**config.mk**
```make
export PLATFORM = sky130hd
export DESIGN_NAME = bbox_longest_axis_shell_sort
export DESIGN_NICKNAME = d
export VERILOG_FILES = /design/src/hdl/bls_pkg.sv /design/src/hdl/bls_datapath.sv /design/src/hdl/bls_ctrl.sv /design/src/hdl/bbox_longest_axis_shell_sort.sv
export VERILOG_INCLUDE_DIRS = /design/src /design/src/hdl
export SDC_FILE = /design/constraint.sdc
export NUM_CORES = 2
export LEC_CHECK = 0
export BUFFER_PORTS_ARGS = -buffer_cell sky130_fd_sc_hd__buf_4
export CELL_PAD_IN_SITES_DETAIL_PLACEMENT = 0
export CELL_PAD_IN_SITES_GLOBAL_PLACEMENT = 1
export CORE_MARGIN = 2
export CORE_UTILIZATION = 60
export CTS_CLUSTER_DIAMETER = 30
export DETAILED_ROUTE_END_ITERATION = 8
export PLACE_DENSITY_LB_ADDON = 0.1
export SLEW_MARGIN = 40
export SYNTH_ARGS = -nofsm -noshare
export SYNTH_HDL_FRONTEND = slang
export SYNTH_SLANG_ARGS = --single-unit
```
**constraint.sdc**
```tcl
create_clock -name clk_i -period 15.7 [get_ports clk_i]
set_input_delay 0.785 -clock clk_i [delete_from_list [all_inputs] [get_ports clk_i]]
set_output_delay 0.785 -clock clk_i [all_outputs]
set_load 0.05 [all_outputs]
```
**src/hdl/bbox_longest_axis_shell_sort_macros.svh**
```systemverilog
// Assertion macros used by the box sort controller.
// Depends on nothing; include once per asserting file.
`ifndef BBOX_LONGEST_AXIS_SHELL_SORT_MACROS_SVH
`define BBOX_LONGEST_AXIS_SHELL_SORT_MACROS_SVH
// Implication checked at every clock edge outside reset.
`define BLS_ASSERT_IMP(label, clk, rst_n, ante, cons) \
  label: assert property (@(posedge clk) disable iff (!rst_n) (ante) |-> (cons)) \
    else $error("assertion failed");
// Next-cycle implication.
`define BLS_ASSERT_NEXT(label, clk, rst_n, ante, cons) \
  label: assert property (@(posedge clk) disable iff (!rst_n) (ante) |=> (cons)) \
    else $error("assertion failed");
`endif

```
**src/hdl/bls_pkg.sv**
```systemverilog
// Shared types and constants of the box sort block.
// Depends on nothing.
package bls_pkg;
  localparam int unsigned CoordW = 16;
  localparam int unsigned KeyW   = 17;
  localparam int unsigned AxisW  = 2;
  localparam logic [AxisW-1:0] AxisX = 2'd0;
  localparam logic [AxisW-1:0] AxisY = 2'd1;
  localparam logic [AxisW-1:0] AxisZ = 2'd2;

  // controller -> datapath commands
  typedef struct packed {
    logic load;       // store input word, grow extent
    logic init_ord;   // write identity order at wr_idx_i
    logic pick;       // latch split axis
    logic rd_a;       // read order[j] and order[j+gap]
    logic rd_k;       // read corners of both read entries
    logic swap;       // write swapped pair
    logic rd_out;     // read order at out index
  } cmd_t;

  // datapath -> controller status
  typedef struct packed {
    logic greater;    // key[j] > key[j+gap]
  } sts_t;
endpackage

```
**src/hdl/bls_datapath.sv**
```systemverilog
// Datapath of the box sort: corner, order memories, extent and compare.
// Depends on bls_pkg.
module bls_datapath #(
  parameter int unsigned MaxBoxes = 32,
  parameter int unsigned IdxW = 5
) (
  input  logic                       clk_i,
  input  logic                       rst_ni,
  input  bls_pkg::cmd_t              cmd_i,
  input  logic [IdxW-1:0]            wr_idx_i,
  input  logic                       first_i,
  input  logic [IdxW-1:0]            ja_i,
  input  logic [IdxW-1:0]            jb_i,
  input  logic [6*16-1:0]            box_i,
  output bls_pkg::sts_t              sts_o,
  output logic [5:0]                 order_o,
  output logic [bls_pkg::AxisW-1:0]  axis_o
);
  logic [47:0] min_mem [MaxBoxes];
  logic [47:0] max_mem [MaxBoxes];
  logic [IdxW-1:0] ord_mem [MaxBoxes];
  logic signed [15:0] lo_q [3];
  logic signed [15:0] hi_q [3];
  logic [bls_pkg::AxisW-1:0] axis_q;
  logic [IdxW-1:0] oa_q, ob_q;
  logic signed [bls_pkg::KeyW-1:0] ka_q, kb_q;
  logic [47:0] mina_q, maxa_q, minb_q, maxb_q;
  logic signed [16:0] dx, dy, dz;
  logic signed [15:0] in_lo [3];
  logic signed [15:0] in_hi [3];

  always_comb begin
    for (int a = 0; a < 3; a++) begin
      in_lo[a] = box_i[a*16 +: 16];
      in_hi[a] = box_i[(a+3)*16 +: 16];
    end
  end

  always_ff @(posedge clk_i) begin
    if (cmd_i.load) begin
      min_mem[wr_idx_i] <= box_i[47:0];
      max_mem[wr_idx_i] <= box_i[95:48];
    end
    if (cmd_i.init_ord) ord_mem[wr_idx_i] <= wr_idx_i;
    if (cmd_i.swap) begin
      ord_mem[ja_i] <= ob_q;
      ord_mem[jb_i] <= oa_q;
    end
    if (cmd_i.rd_a) begin
      oa_q <= ord_mem[ja_i];
      ob_q <= ord_mem[jb_i];
    end
    if (cmd_i.rd_out) order_o <= 6'(ord_mem[ja_i]);
  end

  // corner reads by the order entries just fetched
  always_ff @(posedge clk_i) begin
    if (cmd_i.rd_k) begin
      mina_q <= min_mem[oa_q];
      maxa_q <= max_mem[oa_q];
      minb_q <= min_mem[ob_q];
      maxb_q <= max_mem[ob_q];
    end
  end

  function automatic logic signed [16:0] key_f(input logic [47:0] mn, input logic [47:0] mx,
                                               input logic [1:0] ax);
    logic signed [15:0] p, q;
    begin
      case (ax)
        bls_pkg::AxisY: begin p = mn[31:16]; q = mx[31:16]; end
        bls_pkg::AxisZ: begin p = mn[47:32]; q = mx[47:32]; end
        default:        begin p = mn[15:0];  q = mx[15:0];  end
      endcase
      key_f = 17'(p) + 17'(q);
    end
  endfunction

  always_ff @(posedge clk_i) begin
    ka_q <= key_f(mina_q, maxa_q, axis_q);
    kb_q <= key_f(minb_q, maxb_q, axis_q);
  end
  assign sts_o.greater = ka_q > kb_q;

  always_ff @(posedge clk_i or negedge rst_ni) begin
    if (!rst_ni) begin
      for (int a = 0; a < 3; a++) begin
        lo_q[a] <= '0;
        hi_q[a] <= '0;
      end
      axis_q <= bls_pkg::AxisX;
    end else begin
      if (cmd_i.load) begin
        for (int a = 0; a < 3; a++) begin
          if (first_i || in_lo[a] < lo_q[a]) lo_q[a] <= in_lo[a];
          if (first_i || in_hi[a] > hi_q[a]) hi_q[a] <= in_hi[a];
        end
      end
      if (cmd_i.pick) begin
        if (dz > dx && dz > dy) axis_q <= bls_pkg::AxisZ;
        else if (dy > dx)       axis_q <= bls_pkg::AxisY;
        else                    axis_q <= bls_pkg::AxisX;
      end
    end
  end
  assign dx = 17'(hi_q[0]) - 17'(lo_q[0]);
  assign dy = 17'(hi_q[1]) - 17'(lo_q[1]);
  assign dz = 17'(hi_q[2]) - 17'(lo_q[2]);
  assign axis_o = axis_q;
endmodule

```
**src/hdl/bls_ctrl.sv**
```systemverilog
// Controller of the box sort: load, Shell sort sequencing and output.
// Depends on bls_pkg and the assertion macro header.
`include "bbox_longest_axis_shell_sort_macros.svh"
module bls_ctrl #(
  parameter int unsigned MaxBoxes = 32,
  parameter int unsigned IdxW = 5,
  parameter int unsigned CntW = 6
) (
  input  logic            clk_i,
  input  logic            rst_ni,
  input  logic            in_valid_i,
  input  logic            in_last_i,
  output logic            in_ready_o,
  output logic            out_valid_o,
  output logic            out_last_o,
  input  logic            out_ready_i,
  input  bls_pkg::sts_t   sts_i,
  output bls_pkg::cmd_t   cmd_o,
  output logic [IdxW-1:0] wr_idx_o,
  output logic            first_o,
  output logic [IdxW-1:0] ja_o,
  output logic [IdxW-1:0] jb_o
);
  localparam logic [3:0] StLoad = 4'd0, StInit = 4'd1, StPick = 4'd2, StGap = 4'd3,
    StRdA = 4'd4, StRdK = 4'd5, StKey = 4'd6, StCmp = 4'd7, StSwap = 4'd8,
    StNext = 4'd9, StRdO = 4'd10, StOut = 4'd11;

  logic [3:0] st_q, st_d;
  logic [CntW-1:0] n_q, n_d, gap_q, gap_d, i_q, i_d, j_q, j_d, k_q, k_d;
  logic acc, full;

  assign full = n_q == CntW'(MaxBoxes);
  assign in_ready_o = st_q == StLoad;
  assign acc = in_valid_i && in_ready_o;
  assign out_valid_o = st_q == StOut;
  assign out_last_o = k_q + 1'b1 == n_q;
  assign wr_idx_o = st_q == StInit ? IdxW'(k_q) : IdxW'(n_q);
  assign first_o = n_q == '0;
  assign ja_o = (st_q == StRdO) ? IdxW'(k_q) : IdxW'(j_q);
  assign jb_o = IdxW'(j_q + gap_q);

  always_comb begin
    st_d = st_q; n_d = n_q; gap_d = gap_q; i_d = i_q; j_d = j_q; k_d = k_q;
    cmd_o = '0;
    unique case (st_q)
      StLoad: if (acc) begin
        if (!full) begin
          cmd_o.load = 1'b1;
          n_d = n_q + 1'b1;
        end
        if (in_last_i) begin
          k_d = '0;
          st_d = StInit;
        end
      end
      StInit: begin
        if (k_q == n_q) st_d = StPick;
        else begin
          cmd_o.init_ord = 1'b1;
          k_d = k_q + 1'b1;
        end
      end
      StPick: begin
        cmd_o.pick = 1'b1;
        gap_d = n_q >> 1;
        i_d = n_q >> 1;
        st_d = StGap;
      end
      StGap: begin
        if (gap_q == '0) begin
          k_d = '0;
          st_d = StRdO;
        end else if (i_q >= n_q) begin
          gap_d = gap_q >> 1;
          i_d = gap_q >> 1;
        end else begin
          j_d = i_q - gap_q;
          st_d = StRdA;
        end
      end
      StRdA: begin cmd_o.rd_a = 1'b1; st_d = StRdK; end
      StRdK: begin cmd_o.rd_k = 1'b1; st_d = StKey; end
      StKey: st_d = StCmp;
      StCmp: st_d = sts_i.greater ? StSwap : StNext;
      StSwap: begin
        cmd_o.swap = 1'b1;
        if (j_q < gap_q) st_d = StNext;
        else begin
          j_d = j_q - gap_q;
          st_d = StRdA;
        end
      end
      StNext: begin i_d = i_q + 1'b1; st_d = StGap; end
      StRdO: begin
        if (k_q == n_q) begin
          n_d = '0;
          st_d = StLoad;
        end else begin
          cmd_o.rd_out = 1'b1;
          st_d = StOut;
        end
      end
      StOut: if (out_ready_i) begin
        k_d = k_q + 1'b1;
        st_d = StRdO;
      end
      default: st_d = StLoad;
    endcase
  end

  always_ff @(posedge clk_i or negedge rst_ni) begin
    if (!rst_ni) begin
      st_q <= StLoad; n_q <= '0; gap_q <= '0; i_q <= '0; j_q <= '0; k_q <= '0;
    end else begin
      st_q <= st_d; n_q <= n_d; gap_q <= gap_d; i_q <= i_d; j_q <= j_d; k_q <= k_d;
    end
  end

  `BLS_ASSERT_IMP(a_cnt_max, clk_i, rst_ni, 1'b1, n_q <= CntW'(MaxBoxes))
  `BLS_ASSERT_IMP(a_out_in_range, clk_i, rst_ni, out_valid_o, k_q < n_q)
  `BLS_ASSERT_IMP(a_swap_bound, clk_i, rst_ni, cmd_o.swap, j_q + gap_q < n_q)
  `BLS_ASSERT_NEXT(a_done_clears, clk_i, rst_ni, out_valid_o && out_ready_i && out_last_o,
    !out_valid_o)
endmodule

```
**src/hdl/bbox_longest_axis_shell_sort.sv**
```systemverilog
// Box sort: loads a run of boxes, picks the longest axis, Shell-sorts indices.
// Boxes are taken one per cycle in the load phase; after the last box the order
// memory is set to identity and the split axis picked, then the Shell sort runs
// its compare-swap steps, then each index is read back and emitted. Sort time is
// set by the single order memory read/swap loop. One run is processed at a time.
// Reset (rst_ni low, async) empties the run and clears the enclosing box; stored corners are not cleared.
module bbox_longest_axis_shell_sort #(
  parameter int unsigned MaxBoxes = 32
) (
  input  logic         clk_i,
  input  logic         rst_ni,
  input  logic         s_axis_tvalid,
  output logic         s_axis_tready,
  input  logic [95:0]  s_axis_tdata,  // min_x, min_y, min_z, max_x, max_y, max_z
  input  logic         s_axis_tlast,  // last_box
  output logic         m_axis_tvalid,
  input  logic         m_axis_tready,
  output logic [7:0]   m_axis_tdata,  // box_index[5:0], split_axis[7:6]
  output logic         m_axis_tlast   // last_index
);
  localparam int unsigned IdxW = (MaxBoxes > 1) ? $clog2(MaxBoxes) : 1;
  localparam int unsigned CntW = $clog2(MaxBoxes + 1) + 1;

  bls_pkg::cmd_t cmd;
  bls_pkg::sts_t sts;
  logic [IdxW-1:0] wr_idx, ja, jb;
  logic first;
  logic [5:0] order;
  logic [bls_pkg::AxisW-1:0] axis;

  bls_ctrl #(.MaxBoxes(MaxBoxes), .IdxW(IdxW), .CntW(CntW)) u_ctrl (
    .clk_i, .rst_ni,
    .in_valid_i(s_axis_tvalid), .in_last_i(s_axis_tlast), .in_ready_o(s_axis_tready),
    .out_valid_o(m_axis_tvalid), .out_last_o(m_axis_tlast), .out_ready_i(m_axis_tready),
    .sts_i(sts), .cmd_o(cmd), .wr_idx_o(wr_idx), .first_o(first), .ja_o(ja), .jb_o(jb)
  );

  bls_datapath #(.MaxBoxes(MaxBoxes), .IdxW(IdxW)) u_dp (
    .clk_i, .rst_ni, .cmd_i(cmd), .wr_idx_i(wr_idx), .first_i(first),
    .ja_i(ja), .jb_i(jb), .box_i(s_axis_tdata), .sts_o(sts), .order_o(order), .axis_o(axis)
  );

  assign m_axis_tdata = {axis, order};
endmodule
```
# ---- Word-level counts from Yosys, hierarchy flattened
# Memories as Yosys holds them, arrays and structs flattened. A register that Yosys moved wholly into a read port is not among the register bits.
# Cells that the tools add are included.
dict set report classes {
  order_cmp 12
  add_sub_neg 11
  mux 55
  n_eq_ne 29
  reduce_logical 30
}
# cell count
set op_table {}
lappend op_table {{case mux 16 bit (2 select lines)} 4}
lappend op_table {{two-way mux 7 bit} 13}
lappend op_table {{greater-than comparator 17 bit} 4}
lappend op_table {{subtractor 16 x 16 -> 17 bit} 3}
lappend op_table {{greater-than comparator 16 bit} 3}
lappend op_table {{< comparator 16 bit} 3}
lappend op_table {{case mux 4 bit (11 select lines)} 1}
lappend op_table {{case mux 7 bit (2 select lines)} 3}
lappend op_table {{adder 16 x 16 -> 17 bit} 2}
lappend op_table {{two-way mux 4 bit} 8}
lappend op_table {{case mux 7 bit (4 select lines)} 1}
lappend op_table {{adder 7 x 1 -> 7 bit, second input constant} 3}
lappend op_table {{case mux 7 bit (3 select lines)} 1}
lappend op_table {{two-way mux 5 bit} 4}
lappend op_table {{two-way mux 1 bit} 19}
lappend op_table {{!= test 2 bit, second input constant} 9}
lappend op_table {{equality test 4 x 3 -> 1 bit, second input constant} 4}
lappend op_table {{equality test 4 bit, second input constant} 4}
lappend op_table {{equality test 7 bit} 2}
lappend op_table {{zero test 7 bit} 2}
lappend op_table {{subtractor 7 bit} 2}
lappend op_table {{AND reduction 2 bit} 6}
lappend op_table {{equality test 4 x 2 -> 1 bit, second input constant} 2}
lappend op_table {{AND reduction 4 bit} 2}
lappend op_table {{other kinds (21)} 32}
dict set report totals {
  word_cells 157
  output_inout_bits 11
  mem_bits_rw 3232
  input_bits 101
  memories 3
  reg_bits 181
}
# memory depth width rd rd_clocked_by_memory_dff wr line
set mem_list {}
lappend mem_list {u_dp.max_mem 32 48 2 2 1 bls_datapath.sv:20} ;# logic [47:0] max_mem [MaxBoxes];
lappend mem_list {u_dp.min_mem 32 48 2 2 1 bls_datapath.sv:19} ;# logic [47:0] min_mem [MaxBoxes];
lappend mem_list {u_dp.ord_mem 32 5 2 1 2 bls_datapath.sv:21} ;# logic [IdxW-1:0] ord_mem [MaxBoxes];

# ---- Logic depth before layout (Yosys ltp)
dict set report depth {
  ltp_word 6
  mapped_depth 21
  ltp_nobuf 21
}

# ---- Modules after synthesis
# Synthesis repeated with hierarchy kept, for this count alone.
dict set report hier_totals {
  hier_cells 8855
  area_unflattened_um2 173584.0
}
# module seq_area_each_um2 instances cells_per_inst area_each_um2
set by_module_without_submodules {}
lappend by_module_without_submodules {bls_datapath 106402.0 1 8439 170197.0}
lappend by_module_without_submodules {bls_ctrl 950.9 1 416 3387.0}

# ---- Least setup slack after synthesis
# OpenSTA, ideal clock, no wires.
dict set report synth_timing {
  path_kind {register to register}
  start {reg u_ctrl.st_q[3]}
  end {reg u_dp.maxa_q[0] (read register of u_dp.max_mem), enable pin}
  t_arrival_ps 8728
  setup_ps 748
  required_ps 14952
  path_buffers 1
  path_slack_ps 6224
  synth_period_minus_slack_ps 9476
  path_stages_with_launch 4
  path_cell_list {dfrtp_1 clkbuf_1 nand2b_1 nor2_1}
}
dict set report synth_between {
  elab_chain_len 2
}
# item line
set synth_rtl {}
lappend synth_rtl {{start, declared} bls_ctrl.sv:28} ;# logic [3:0] st_q, st_d;
lappend synth_rtl {{start signal, assigned} bls_ctrl.sv:115} ;# st_q <= st_d; n_q <= n_d; gap_q <= gap_d; i_q <= i_d; j_q <= j_d; k_q <= k_d;
lappend synth_rtl {{equality test 4 x 3 -> 1 bit} bls_ctrl.sv:45} ;# unique case (st_q)
lappend synth_rtl {{two-way mux 1 bit} bls_ctrl.sv:45}
lappend synth_rtl {{end, declared} bls_datapath.sv:27} ;# logic [47:0] mina_q, maxa_q, minb_q, maxb_q;
# No other way between the ends.
# A chain may end at the register's enable or synchronous reset.

# ---- Final worst setup path
dict set report layout_timing {
  start {reg u_dp.axis_q, in the netlist u_dp.axis_o[0]}
  end {reg u_dp.kb_q[16] in the netlist's numbering}
}
dict set report layout_between {
  elab_chain_len 3
  elab_cells_between_ends 5
  cone_classes {add/sub: 1; eq/ne: 2; mux: 2}
}
# item line
set layout_rtl {}
lappend layout_rtl {{start, declared} bls_datapath.sv:24} ;# logic [bls_pkg::AxisW-1:0] axis_q;
lappend layout_rtl {{start signal, assigned} bls_datapath.sv:91} ;# axis_q <= bls_pkg::AxisX;
lappend layout_rtl {{start signal, assigned} bls_datapath.sv:100} ;# if (dz > dx && dz > dy) axis_q <= bls_pkg::AxisZ;
lappend layout_rtl {{start signal, assigned} bls_datapath.sv:101} ;# else if (dy > dx) axis_q <= bls_pkg::AxisY;
lappend layout_rtl {{equality test 2 bit or equality test 2 x 1 -> 1 bit (tied branches)} bls_datapath.sv:70} ;# case (ax)
lappend layout_rtl {{case mux 16 bit (2 select lines)} bls_datapath.sv:70}
lappend layout_rtl {{adder 16 x 16 -> 17 bit (*)} bls_datapath.sv:75} ;# key_f = 17'(p) + 17'(q);
lappend layout_rtl {{end signal, assigned} bls_datapath.sv:81} ;# kb_q <= key_f(minb_q, maxb_q, axis_q);
lappend layout_rtl {{end, declared} bls_datapath.sv:26} ;# logic signed [bls_pkg::KeyW-1:0] ka_q, kb_q;
# Every way passes the cells marked *; elsewhere a longest branch is shown, timed or not.

==> impl.org <==
** Drt
- The first TritonRoute pass finished after 8 iterations.
- Number of nets still failing antenna checks after routing :: 0
- After detailed routing, the number of remaining DRC violations is 0.
- Total Wirelength :: between 500000 and 600000 um
- Post-detailed-route via-to-cell ratio :: ~7.5
- DR vias :: approximately 100k
- Drt first-iter violations :: ~15k
- Routed wire length per instance :: between 40 and 50 um

** Yosys
- Dominant cells by area after synthesis :: sky130_fd_sc_hd__edfxtp_1 (60%), sky130_fd_sc_hd__mux4_2 (26%), sky130_fd_sc_hd__mux2_2 (2.7%), sky130_fd_sc_hd__dfrtp_1 (2.0%), sky130_fd_sc_hd__ha_1 (1.9%)
- Netlist area before placement :: roughly 0.17 mm^2
- Summed over all instances, the cell type with the most area after synthesis is sky130_fd_sc_hd__edfxtp_1.
- Yosys top cell area share :: 0.6016
- Sequential cell area fraction in the yosys report :: 0.6254
- In the synthesized netlist the async set-or-reset flop fraction comes to 0.03768.
- Count of flip-flops with a built-in enable after synthesis :: around 3.4k
- Number of nets produced by synthesis :: 8870
- Number of distinct library cells after synthesis :: 83
- Among all flip-flop cells after synthesis, the most frequent one is sky130_fd_sc_hd__edfxtp_1.
- Synthesis handed over a netlist of 8501 instances.
- Synthesis inferred 3609 register bits.
- Per-instance average area after synthesis :: just over 20 um^2
- Yosys printed 0 warnings.

** Power and ir drop
- The analysis attributes to cell leakage a power of roughly 0.067 uW.
- PD cells :: around 190 mW/mm^2
- Peak supply drop :: roughly 170 uV

** Die
- In this run the core area contains between 150 and 200 standard-cell rows.
- The region available for standard cell placement spans 0.2850 mm^2.
- During I/O placement, the number of pins put on the boundary was ~110.
- The floorplan step set the die height to around 540 um.
- The die covers approximately 0.29 mm^2.
- From left edge to right edge, the die measures about 540 um.
- Initial Utilization :: 0.6024

** Clocking
- CTS H-tree lvls :: 6
- The root buffer cell chosen for the clock tree is sky130_fd_sc_hd__clkbuf_16.
- Clock tree buffer depth :: 4
- Clock tree from TritonCTS :: built
- Clock tree synthesis inserted a total of between 600 and 700 buffers.
- The clock drives between 3k and 4k sinks.
- Buffers added to address setup during post-CTS repair amount to 0.
- Worst skew pair latency :: around 1.1 ns
- After clock tree synthesis, the clock-pin slew on the worst setup and hold paths is 0.05 ns.

** Global routing
- Global Route Usage Sum :: 0.3720
- Entering global routing, the biggest net connects ~120 pins.
- The initial antenna violation count came to 52.
- Wire length of the first global-routing pass :: around 760000 um
- Leftover overflow at the end of global routing :: 0
- Number of global-route vias before repair :: slightly above 100k

** Worst setup path
- In this run the number of cells on the critical path is 18.
- Reg2Reg Launch Point :: u_dp.axis_o[0]
- Number of buffers and inverters on the critical path :: 2
- Largest fanout on the critical path :: 31
- Nature of the critical path startpoint :: register
- Cells on worst reg2reg path :: 18
- Across all register-to-register paths, the minimum setup slack is 10.24 ns.
- Required time of the critical path :: 16.66 ns
- Counting stages on the worst path, the most repeated cell is sky130_fd_sc_hd__o21ai_0.
- The slowest stage of the critical path is the sky130_fd_sc_hd__o21ai_0 cell.
- At the worst endpoint, the arrival time is ~6.4 ns.
- WS Path Type :: reg -> reg
- Crit. End Element :: register
- End point of the critical path :: u_dp.kb_q[16]
- Walking the worst path, the cells encountered are inv_1 -> ha_4 -> a22oi_1 -> o21ai_0 -> ha_1 -> inv_1 -> fa_1 -> nor2b_1 -> o21ai_0 -> a21boi_0 -> o21ai_0 -> a21boi_0 -> o21ai_0 -> a21boi_0 -> o31ai_1 -> a2111oi_0 -> o21ai_0 -> a22o_1.
- The endpoint identified for the worst register-to-register timing path is u_dp.kb_q[16].
- Dominant delay contributor by cell family on the critical path :: compound AO/OA/AOI/OAI gates
- Origin of the worst setup path :: u_dp.axis_o[0]
- For this run, the slowest stage of the critical path takes around 0.7 ns.

** Timing
- The count of final max-slew check failures came to 0.
- RSZ-0062 raised after global routing :: no
- For this run, the top clock speed supported by timing is about 180 MHz.
- Slew @ Worst Pin :: just under 1 ns
- The clock arrives with roughly 0.08 ns of skew.
- Crit share post-route :: 0.3476
- The tightest hold path in the finished design has a slack of around 0.12 ns.
- Number of endpoints failing setup at the final stage :: 0
- Worst rel slew slack :: 0.3529
- Clock period minus final worst setup slack :: between 5 and 6 ns
- After routing, the total negative slack on setup checks comes to 0 ns.
- Worst setup margin :: 10.24 ns
- The final number of hold-violating endpoints was 0.

** Final layout
- The finished cells cover between 0.2 and 0.25 mm^2.
- In the final layout, the share of cells above drive strength 1 is 0.4154.
- Multi-input gate area in the final layout :: a little over 0.06 mm^2
- Counting the fill cells in the layout gives between 15k and 20k.
- Nets :: about 9.3k
- Area of all sequential standard cells :: 0.1074 mm^2
- Final design utilization :: 0.7102
- Area growth syn-to-layout :: 17.89%

** Placement
- Pre-CTS WS :: approximately 10 ns
- The congestion estimate from routability-driven global placement came to around 0.95.
- Input and output buffers added on the ports amount to 110.
- Summing all placed instances gives a cell area of ~0.18 mm^2.
- Half-perimeter wire length after detailed placement :: approximately 300000 um

** Hold path
- Hold WC Path Type :: in -> reg
- Along the worst hold path, the cell count comes to 1.

** Job
- Max Cap Viol :: 0

** Outcome
- The flow ran to the end, and the final reports show no timing, DRC or antenna violations.
## power breakdown
| part | leakage [uW] | switching, uW | internal, uW |
|---|---|---|---|
| Sequential | 0.0330 | 446 | 11200 |
| Combinational | 0.0222 | 6290 | 5090 |
| Clock | 0.0115 | 5300 | 9810 |
| Total | 0.0667 | 12000 | 26100 |
## flip-flops by register name, indices dropped and copies added, names as in the netlist, 17 cells and up
signal / cells
u_dp.hi_q: 48
u_dp.mina_q: 48
u_dp.ka_q: 17
u_dp.min_mem: 1536
u_dp.kb_q: 17
u_dp.max_mem: 1536
u_dp.ord_mem: 160
u_dp.maxa_q: 48
u_dp.lo_q: 48
u_dp.maxb_q: 48
u_dp.minb_q: 48
## cells in the mapped netlist (17+ instances only)
library cell	number
sky130_fd_sc_hd__a21o_1	65
sky130_fd_sc_hd__a21oi_1	92
sky130_fd_sc_hd__a22oi_1	74
sky130_fd_sc_hd__and3_1	17
sky130_fd_sc_hd__buf_1	140
sky130_fd_sc_hd__clkbuf_1	427
sky130_fd_sc_hd__dfrtp_1	136
sky130_fd_sc_hd__dfxtp_1	34
sky130_fd_sc_hd__edfxtp_1	3439
sky130_fd_sc_hd__ha_1	260
sky130_fd_sc_hd__inv_1	192
sky130_fd_sc_hd__mux2_2	406
sky130_fd_sc_hd__mux4_2	2004
sky130_fd_sc_hd__nand2_1	281
sky130_fd_sc_hd__nand2b_1	33
sky130_fd_sc_hd__nand3_1	48
sky130_fd_sc_hd__nand4_1	33
sky130_fd_sc_hd__nor2_1	148
sky130_fd_sc_hd__nor2b_1	29
sky130_fd_sc_hd__nor3_1	42
sky130_fd_sc_hd__o211ai_1	17
sky130_fd_sc_hd__o21a_1	35
sky130_fd_sc_hd__o21ai_0	237
sky130_fd_sc_hd__o31ai_1	19
sky130_fd_sc_hd__xnor2_1	60
sky130_fd_sc_hd__xor2_1	26
## logic make-up (layout without fill, tap and decap cells)
| kind of cell | Yosys count | in the layout | share of synthesized area |
|---|---|---|---|
| muxes | 2420 | 2420 | 0.2901 |
| AOI/OAI and AO/OA | 653 | 653 | 0.02429 |
| DFF | 3609 | 3609 | 0.6254 |
| adders and majority gates | 273 | 273 | 0.02017 |
| and+or+nand+nor | 685 | 685 | 0.01848 |
| buffers and inverters | 773 | 1803 | 0.01707 |
| xor gates and xnor gates | 87 | 87 | 0.004482 |
| other | 1 | 20 | 0.00002184 |
## stage by stage
| step | total power (uW) | std cells |
|---|---|---|
| 2_1_floorplan | 19610 | 8501 |
| 3_3_place_gp | 22770 | 12000 |
| 3_5_place_dp | 22990 | 12020 |
| 4_1_cts | 38090 | 13280 |
| 5_1_grt | 39490 | 13300 |
| 6_report | 38170 | 13310 |
## cell type report
class	count	area share
Tap cell	3762	0.02326
Timing Repair Buffer	350	0.01830
Multi-Input combinational cell	4119	0.3056
Clock buffer	757	0.08612
Sequential cell	3609	0.5305
Clock inverter	504	0.03251
Antenna cell	19	0.0002349
Inverter	192	0.003561
## worst reg2reg max path: stages, from the launching register on
cell and delay, ns:
sky130_fd_sc_hd__dfrtp_1 0.41, sky130_fd_sc_hd__inv_1 0.14, sky130_fd_sc_hd__ha_4 0.49, sky130_fd_sc_hd__a22oi_1 0.17, sky130_fd_sc_hd__o21ai_0 0.71, sky130_fd_sc_hd__ha_1 0.32, sky130_fd_sc_hd__inv_1 0.08, sky130_fd_sc_hd__fa_1 0.47
sky130_fd_sc_hd__nor2b_1 0.13, sky130_fd_sc_hd__o21ai_0 0.10, sky130_fd_sc_hd__a21boi_0 0.28, sky130_fd_sc_hd__o21ai_0 0.17, sky130_fd_sc_hd__a21boi_0 0.28, sky130_fd_sc_hd__o21ai_0 0.14, sky130_fd_sc_hd__a21boi_0 0.33, sky130_fd_sc_hd__o31ai_1 0.18
sky130_fd_sc_hd__a2111oi_0 0.51, sky130_fd_sc_hd__o21ai_0 0.19, sky130_fd_sc_hd__a22o_1 0.23
## how the worst min path moves through the flow
stage / end / slack [ns] / from
final: u_dp.max_mem[14][16] / 0.12 / s_axis_tdata[64]
after global placement: u_ctrl.j_q[5] / 0.47 / u_ctrl.j_q[5]
after detailed placement: u_ctrl.j_q[5] / 0.49 / u_ctrl.j_q[5]
after CTS: u_dp.max_mem[14][16] / 0.1 / s_axis_tdata[64]
after floorplan: u_ctrl.j_q[5] / 0.46 / u_ctrl.j_q[5]
after global routing: u_dp.max_mem[4][16] / 0.13 / s_axis_tdata[64]
## layer usage
| layer | GRT usage | vias up | part of all wire |
|---|---|---|---|
| li1 | - | 37820 | - |
| met2 | 0.5675 | 7410 | 0.47 |
| met1 | 0.5153 | 53350 | 0.36 |
| met3 | 0.09797 | 1338 | 0.13 |
| met5 | 0 | - | 0.00049 |
| met4 | 0.1602 | 42 | 0.047 |
## what timing repair did
| item | in CTS | in global routing |
|---|---|---|
| hold endpoints to repair | 81 | 0 |
| hold buffers | 2 | 0 |
| resized for setup | 0 | 0 |
## layout by cell type (no fill, tap or decap), types with 74 or more instances in the layout
master | Yosys | routed
sky130_fd_sc_hd__mux4_2 | 2004 | 2004
sky130_fd_sc_hd__nand2_1 | 281 | 280
sky130_fd_sc_hd__clkinv_1 | 0 | 80
sky130_fd_sc_hd__mux2_2 | 406 | 406
sky130_fd_sc_hd__inv_1 | 192 | 192
sky130_fd_sc_hd__dfrtp_1 | 136 | 136
sky130_fd_sc_hd__edfxtp_1 | 3439 | 3439
sky130_fd_sc_hd__bufinv_16 | 0 | 103
sky130_fd_sc_hd__clkinv_2 | 0 | 96
sky130_fd_sc_hd__buf_6 | 0 | 74
sky130_fd_sc_hd__o21ai_0 | 237 | 215
sky130_fd_sc_hd__a21oi_1 | 92 | 89
sky130_fd_sc_hd__a22oi_1 | 74 | 74
sky130_fd_sc_hd__clkbuf_16 | 0 | 683
sky130_fd_sc_hd__nor2_1 | 148 | 113
sky130_fd_sc_hd__ha_1 | 260 | 257
sky130_fd_sc_hd__buf_4 | 1 | 218
(Power assumes the default switching activity.)
